[config.mk]
export PLATFORM = sky130hd
export DESIGN_NAME = morse_character_keyer
export DESIGN_NICKNAME = d
export VERILOG_FILES = /design/src/rtl/core/mck_pkg.sv /design/src/rtl/core/mck_ticks.sv /design/src/rtl/core/morse_character_keyer.sv
export SDC_FILE = /design/constraint.sdc
export NUM_CORES = 1
export LEC_CHECK = 0
export BUFFER_PORTS_ARGS = -buffer_cell sky130_fd_sc_hd__buf_2
export CAP_MARGIN = 20
export CORE_UTILIZATION = 50
export DETAILED_ROUTE_END_ITERATION = 8
export PLACE_DENSITY = 0.75
export SETUP_SLACK_MARGIN = 0.2
export SKIP_LAST_GASP = 1
export SYNTH_ARGS = -nofsm -noshare
export SYNTH_HDL_FRONTEND = slang
export SYNTH_SLANG_ARGS = --single-unit
[constraint.sdc]
create_clock -name clk -period 8.34 [get_ports clk]
set_clock_uncertainty 0.15 [all_clocks]
set_input_delay 1.251 -clock clk [delete_from_list [all_inputs] [get_ports clk]]
set_output_delay 1.251 -clock clk [all_outputs]
set_load 0.01 [all_outputs]
[src/rtl/core/mck_pkg.sv]
`default_nettype none

package mck_pkg;

    localparam int DOT_W   = 12;
    localparam int UNITS_W = 3;
    localparam int TICKS_W = 15;
    localparam int CHAR_W  = 8;
    localparam int PAT_W   = 8;
    localparam int IDX_W   = 7;
    localparam int ROM_DEPTH = 90;

    localparam logic [CHAR_W-1:0] SPACE_CODE = 8'd32;
    localparam logic [CHAR_W-1:0] FIRST_CODE = 8'd33;
    localparam logic [CHAR_W-1:0] LAST_CODE  = 8'd122;

    localparam logic [DOT_W-1:0] DOT_TICKS_RESET = 12'd60;

    // Segment lengths in dot units.
    localparam logic [UNITS_W-1:0] UNITS_NONE = 3'd0;
    localparam logic [UNITS_W-1:0] UNITS_DOT  = 3'd1;
    localparam logic [UNITS_W-1:0] UNITS_DASH = 3'd3;
    localparam logic [UNITS_W-1:0] UNITS_LGAP = 3'd3;
    localparam logic [UNITS_W-1:0] UNITS_WGAP = 3'd7;

    // Kind of character held by the sequencer.
    typedef enum logic [1:0] {
        KIND_SPACE,
        KIND_BAD,
        KIND_PATTERN
    } kind_t;

    // Patterns are read LSB first up to a sentinel one bit.
    localparam logic [PAT_W-1:0] PATTERN_ROM [ROM_DEPTH] = '{
        8'd107, 8'd82,  8'd1,   8'd137, 8'd1,   8'd40,  8'd94,  8'd109, 8'd109, 8'd1,
        8'd42,  8'd115, 8'd97,  8'd85,  8'd50,  8'd63,  8'd62,  8'd60,  8'd56,  8'd48,
        8'd32,  8'd33,  8'd35,  8'd39,  8'd47,  8'd120, 8'd53,  8'd1,   8'd49,  8'd1,
        8'd76,  8'd69,  8'd6,   8'd17,  8'd21,  8'd9,   8'd2,   8'd20,  8'd11,  8'd16,
        8'd4,   8'd30,  8'd13,  8'd18,  8'd7,   8'd5,   8'd15,  8'd22,  8'd27,  8'd10,
        8'd8,   8'd3,   8'd12,  8'd24,  8'd14,  8'd25,  8'd29,  8'd19,  8'd1,   8'd1,
        8'd1,   8'd1,   8'd77,  8'd94,  8'd6,   8'd17,  8'd21,  8'd9,   8'd2,   8'd20,
        8'd11,  8'd16,  8'd4,   8'd30,  8'd13,  8'd18,  8'd7,   8'd5,   8'd15,  8'd22,
        8'd27,  8'd10,  8'd8,   8'd3,   8'd12,  8'd24,  8'd14,  8'd25,  8'd29,  8'd19
    };

    function automatic logic [PAT_W-1:0] pattern_lookup(input logic [IDX_W-1:0] idx);
        logic [PAT_W-1:0] pat;
        pat = 8'd1;
        if (idx < IDX_W'(ROM_DEPTH))
        begin
            pat = PATTERN_ROM[idx];
        end
        return pat;
    endfunction

endpackage

`default_nettype wire

[src/rtl/core/mck_ticks.sv]
`default_nettype none

module mck_ticks
(
    input  wire logic [mck_pkg::UNITS_W-1:0] units,
    input  wire logic [mck_pkg::DOT_W-1:0]   dot_ticks,
    output logic      [mck_pkg::TICKS_W-1:0] ticks
);
    import mck_pkg::*;

    logic [TICKS_W-1:0] pp0;
    logic [TICKS_W-1:0] pp1;
    logic [TICKS_W-1:0] pp2;

    // Three shifted partial products of the dot length, one per unit bit.
    always_comb
    begin
        pp0 = units[0] ? {3'b000, dot_ticks}        : '0;
        pp1 = units[1] ? {2'b00, dot_ticks, 1'b0}   : '0;
        pp2 = units[2] ? {1'b0, dot_ticks, 2'b00}   : '0;
        ticks = pp0 + pp1 + pp2;
    end

endmodule

`default_nettype wire

[src/rtl/core/morse_character_keyer.sv]
`default_nettype none

// Once an item is taken, the sequencer holds it and then loads its first segment into the
// output register. One segment per cycle while the output side is ready; the single segment
// sequencer takes no new item until all segments (1 to 15) of a character are loaded.
// Reset (rst_n low, asynchronous) empties the sequencer and output register and sets
// dot_ticks to 60.
module morse_character_keyer
(
    input  wire logic        clk,
    input  wire logic        rst_n,

    input  wire logic        psel,
    input  wire logic        penable,
    input  wire logic        pwrite,
    input  wire logic [2:0]  paddr,
    input  wire logic [31:0] pwdata,
    output logic      [31:0] prdata,
    output logic             pready,

    input  wire logic        in_valid,
    output logic             in_ready,
    input  wire logic [mck_pkg::CHAR_W-1:0] char_code,

    output logic             out_valid,
    input  wire logic        out_ready,
    output logic             key_on,
    output logic      [mck_pkg::UNITS_W-1:0] segment_units,
    output logic      [mck_pkg::TICKS_W-1:0] segment_ticks,
    output logic             bad_char,
    output logic             last
);
    import mck_pkg::*;

    // Sequencer states.
    localparam logic ST_IDLE = 1'b0;
    localparam logic ST_RUN  = 1'b1;

    localparam logic REG_DOT_TICKS = 1'b0;

    // Configuration register. The only register is dot_ticks, selected by address
    // bit 2 low; any other word is ignored on write and reads as zero.
    logic [DOT_W-1:0] dot_ticks_reg;
    logic             cfg_write;

    assign pready    = 1'b1;
    assign cfg_write = psel && penable && pwrite && (paddr[2] == REG_DOT_TICKS);
    assign prdata    = (paddr[2] == REG_DOT_TICKS) ? {20'd0, dot_ticks_reg} : 32'd0;

    always_ff @(posedge clk or negedge rst_n)
    begin
        if (!rst_n)
        begin
            dot_ticks_reg <= DOT_TICKS_RESET;
        end
        else if (cfg_write)
        begin
            dot_ticks_reg <= pwdata[DOT_W-1:0];
        end
    end

    // Sequencer state. The pattern register is shifted right once per element;
    // the gap flag says that the silent unit after an element is due next.
    logic             state_reg;
    logic             state_next;
    kind_t            kind_reg;
    kind_t            kind_next;
    logic [PAT_W-1:0] pat_reg;
    logic [PAT_W-1:0] pat_next;
    logic             gap_reg;
    logic             gap_next;

    // Output register.
    logic               out_valid_reg;
    logic               out_valid_next;
    logic               key_on_reg;
    logic [UNITS_W-1:0] units_reg;
    logic [TICKS_W-1:0] ticks_reg;
    logic               bad_reg;
    logic               last_reg;

    // The segment that the sequencer would present next.
    logic               seg_on;
    logic [UNITS_W-1:0] seg_units;
    logic [TICKS_W-1:0] seg_ticks;
    logic               seg_bad;
    logic               seg_last;
    logic               seg_load;
    logic               in_take;
    logic [CHAR_W-1:0]  char_off;

    assign in_ready = (state_reg == ST_IDLE);
    assign in_take  = in_valid && in_ready;
    assign seg_load = (state_reg == ST_RUN) && (!out_valid_reg || out_ready);
    assign char_off = char_code - FIRST_CODE;

    always_comb
    begin
        seg_on    = 1'b0;
        seg_units = UNITS_NONE;
        seg_bad   = 1'b0;
        seg_last  = 1'b0;
        case (kind_reg)
            KIND_SPACE:
            begin
                seg_units = UNITS_WGAP;
                seg_last  = 1'b1;
            end
            KIND_BAD:
            begin
                seg_bad  = 1'b1;
                seg_last = 1'b1;
            end
            KIND_PATTERN:
            begin
                if (gap_reg)
                begin
                    seg_units = UNITS_DOT;
                end
                else if (pat_reg > PAT_W'(1))
                begin
                    seg_on    = 1'b1;
                    seg_units = pat_reg[0] ? UNITS_DASH : UNITS_DOT;
                end
                else
                begin
                    // Only the sentinel is left: close with the letter gap.
                    seg_units = UNITS_LGAP;
                    seg_last  = 1'b1;
                end
            end
            default:
            begin
                seg_bad  = 1'b1;
                seg_last = 1'b1;
            end
        endcase
    end

    mck_ticks u_ticks
    (
        .units     (seg_units),
        .dot_ticks (dot_ticks_reg),
        .ticks     (seg_ticks)
    );

    always_comb
    begin
        state_next     = state_reg;
        kind_next      = kind_reg;
        pat_next       = pat_reg;
        gap_next       = gap_reg;
        out_valid_next = out_valid_reg;

        if (out_valid_reg && out_ready)
        begin
            out_valid_next = 1'b0;
        end

        if (in_take)
        begin
            state_next = ST_RUN;
            gap_next   = 1'b0;
            pat_next   = pattern_lookup(char_off[IDX_W-1:0]);
            if (char_code == SPACE_CODE)
            begin
                kind_next = KIND_SPACE;
            end
            else if (char_code inside {[FIRST_CODE:LAST_CODE]})
            begin
                kind_next = KIND_PATTERN;
            end
            else
            begin
                kind_next = KIND_BAD;
            end
        end
        else if (seg_load)
        begin
            out_valid_next = 1'b1;
            if (seg_last)
            begin
                state_next = ST_IDLE;
            end
            else if (gap_reg)
            begin
                gap_next = 1'b0;
                pat_next = pat_reg >> 1;
            end
            else
            begin
                gap_next = 1'b1;
            end
        end
    end

    always_ff @(posedge clk or negedge rst_n)
    begin
        if (!rst_n)
        begin
            state_reg     <= ST_IDLE;
            kind_reg      <= KIND_BAD;
            pat_reg       <= '0;
            gap_reg       <= 1'b0;
            out_valid_reg <= 1'b0;
        end
        else
        begin
            state_reg     <= state_next;
            kind_reg      <= kind_next;
            pat_reg       <= pat_next;
            gap_reg       <= gap_next;
            out_valid_reg <= out_valid_next;
        end
    end

    // Segment payload is held until taken, so it needs no reset.
    always_ff @(posedge clk)
    begin
        if (seg_load)
        begin
            key_on_reg <= seg_on;
            units_reg  <= seg_units;
            ticks_reg  <= seg_ticks;
            bad_reg    <= seg_bad;
            last_reg   <= seg_last;
        end
    end

    assign out_valid     = out_valid_reg;
    assign key_on        = key_on_reg;
    assign segment_units = units_reg;
    assign segment_ticks = ticks_reg;
    assign bad_char      = bad_reg;
    assign last          = last_reg;

`ifndef SYNTH
    // A rejected character gives one silent, empty, final segment.
    assert property (@(posedge clk) disable iff (!rst_n)
        (out_valid && bad_char) |-> (last && !key_on && segment_units == UNITS_NONE))
    else $error("rejected character segment malformed");

    // A key-down segment is always followed by its gap, so it is never the last.
    assert property (@(posedge clk) disable iff (!rst_n)
        (out_valid && key_on) |-> !last)
    else $error("run ends on a key-down segment");

    // Once a character is taken, no other is taken until its run is closed.
    assert property (@(posedge clk) disable iff (!rst_n)
        (in_valid && in_ready) |=> !in_ready)
    else $error("second item taken while a run is in progress");

    // Leaving the busy state coincides with loading a final segment.
    assert property (@(posedge clk) disable iff (!rst_n)
        (!in_ready ##1 in_ready) |-> (out_valid && last))
    else $error("sequencer returned to idle without a final segment");
`endif

endmodule

`default_nettype wire

==> results.json <==
{
  "areaGrowthSynthToFinish_pct": 7.56,
  "drtPass1Iterations": 5,
  "max_freq_mhz": 187,
  "synth_flop_cell": "edfxtp_1",
  "pwr_density_cell_nw_per_um2": 297,
  "worstSetupPathType": "flip-flop to flip-flop",
  "grt_pass1_wl_microns": 17100,
  "boundaryPins": 106,
  "finalCriticalPeriod_ns": 5.36,
  "cts.clk_slew.worst_paths_ns": 0.08,
  "drv_cap": 0,
  "detail_route.wl_per_cell_microns": 16.3,
  "grt_pass1_vias": 3576,
  "yosys_warnings": 0,
  "globalRouteMet3Util_pct": 2.84,
  "final_util_pct": 56.7,
  "dr.first_iter.drc_count": 196,
  "die_w_microns": 96.0,
  "use_met1_pct": 33.6,
  "arrival_ns": 5.26,
  "gp_congestion": 0.932,
  "synth.cell_area_sq_um": 4420,
  "synth_edf_count": 21,
  "yosys.cell_count.top_type": "nand2_1",
  "cts_made_buffers": 5,
  "grt-busiest-layer": "met2",
  "cp.required_ns": 8.24,
  "final_area_sq_um": 4750,
  "die_h_microns": 96.0,
  "gr-total-overflow": 0,
  "hpwl_microns": 7910,
  "cts.repair.resized": 0,
  "maxSlewHeadroom_pct": 31.4,
  "post_drt_via_cell_ratio": 5.84,
  "synth_top_area_share_pct": 14.3,
  "yosysTopAreaCell": "edfxtp_1",
  "portBuffers": 62,
  "num_rows": 33,
  "antenna_found_initial": 0,
  "ys_seq_elements": 46,
  "synthArstFlopShare_pct": 54.3,
  "vias": 3822,
  "fill_cells": 780,
  "use_met2_pct": 38.5,
  "finalNetCount": 635,
  "postCtsSetupBuffers": 0,
  "cts_tree": "built",
  "ys_seq_area_share_pct": 28.6,
  "finalSetupViolCount": 0,
  "largest_register_ffs": 15,
  "initial_core_util_pct": 52.7,
  "worstMarginPinSlew_ns": 1.03,
  "clk_latency_ns": 0.29,
  "placed_area_sq_um": 4660,
  "synthTopCellsByCount": "51 x nand2_1, 33 x inv_1, 31 x o21ai_0",
  "n_antenna_cell": 0,
  "stdcell_count": 654,
  "fin_tns_setup_ns": 0,
  "min_path_type": "flip-flop to flip-flop",
  "timing.hold.ws_ns": 0.366,
  "worst_slack_ns": 2.98,
  "cts_hold_buf": 0,
  "finalPower_mw": 1.41,
  "core_sq_um": 8380,
  "rsz0062_at_grt": "no",
  "cts_root_buf": "clkbuf_8",
  "synth_area_leaders": "edfxtp_1 14%, dfrtp_1 11%, ha_1 7.4%, fa_1 5.0%, nand2_1 4.3%",
  "status": "completed",
  "drive_gt1_share_pct": 19.7,
  "vdd_drop_max_uv": 108,
  "cp_max_fo": 13,
  "critPathLaunchType": "flip-flop",
  "cts.sinks": 46,
  "cts_buffer_depth": 2,
  "cts_max_level": 2,
  "netlist_instances": 507,
  "die_area_sq_um": 9220,
  "dp.cells": 646,
  "dp_worst_setup_slack_ns": 3.01,
  "leakage_nw": 2.13,
  "grt_usage_pct": 23.9,
  "routed_wl_microns": 10700,
  "hold_viol": 0,
  "slew_violations": 0,
  "ant_nets": 0,
  "synth_cell_types": 73,
  "grt_max_degree": 35,
  "post-route-period-util_pct": 64.3,
  "postSynthAreaPerCell_sq_um": 8.72,
  "cp-end-kind": "flip-flop",
  "route.detailed.drc": 0
}
worst max-delay path, stage by stage (launching register included):
cell       delay, ns
dfrtp_1         0.39
or4_1           0.52
nor4_1          0.42
o21ai_0         0.14
a21oi_1         0.83
nand2_1         0.18
fa_1            0.54
inv_1           0.07
ha_1            0.29
a21o_1          0.15
a21o_1          0.20
a2111oi_0       0.73
o211ai_1        0.19
a21oi_1         0.23
xnor2_1         0.08
routing by layer:
layer | wire (microns) | up-vias
met2 | 5040 | 146
met3 | 646 | 13
met1 | 4830 | 1801
met5 | 0 | -
met4 | 157 | 0
li1 | - | 1862
where the power goes:
group | internal (mW) | switching, mW
clock | 0.0669 | 0.0720
sequential | 0.384 | 0.0515
combinational | 0.341 | 0.495
total | 0.791 | 0.619
area by class of cell:
class | count | area, sq um | share of cell area, %
clock buffers | 7 | 86.3 | 1.82
clock inverters | 1 | 5.00 | 0.105
inverters | 34 | 128 | 2.68
multi-input cells | 397 | 2820 | 59.2
flip-flops and latches | 46 | 1260 | 26.6
well taps | 105 | 131 | 2.76
repair buffers | 64 | 325 | 6.84
placed cells by master, fill, tap and decap left out, types with 8 or more instances in the layout:
| cell type | n |
|---|---|
| inv_1 | 33 |
| buf_2 | 62 |
| mux2_2 | 14 |
| xnor2_1 | 8 |
| o21a_1 | 8 |
| nor2_1 | 29 |
| ha_1 | 26 |
| a21oi_1 | 27 |
| nor2b_1 | 26 |
| nand2_1 | 51 |
| conb_1 | 21 |
| mux2i_1 | 8 |
| dfrtp_1 | 20 |
| edfxtp_1 | 21 |
| o211ai_1 | 10 |
| nand3_1 | 11 |
| fa_1 | 11 |
| o21ai_0 | 31 |
worst paths after layout:
check,slack [ns],depth (start not counted),from,end
max,2.98,14,pat_reg[7],segment_ticks[13]
min,0.37,2,out_valid,out_valid
max reg2reg,2.98,14,pat_reg[7],segment_ticks[13]
min reg2reg,0.37,2,out_valid,out_valid
max in group asynchronous,6.84,1,rst_n,pat_reg[2]
min in group asynchronous,0.81,1,rst_n,dot_ticks_reg[1]
cells by family after synthesis:
| family | count (synthesis) | synth area share, % |
|---|---|---|
| other | 2 | 0.170 |
| AOI/OAI and AO/OA | 142 | 22.7 |
| adders and majority gates | 37 | 12.3 |
| DFF | 46 | 28.6 |
| buffers and inverters | 83 | 9.34 |
| muxes | 22 | 5.38 |
| xor gates and xnor gates | 12 | 2.38 |
| and+or+nand+nor | 163 | 19.1 |
Note: power is estimated with default switching activity, not from simulation.
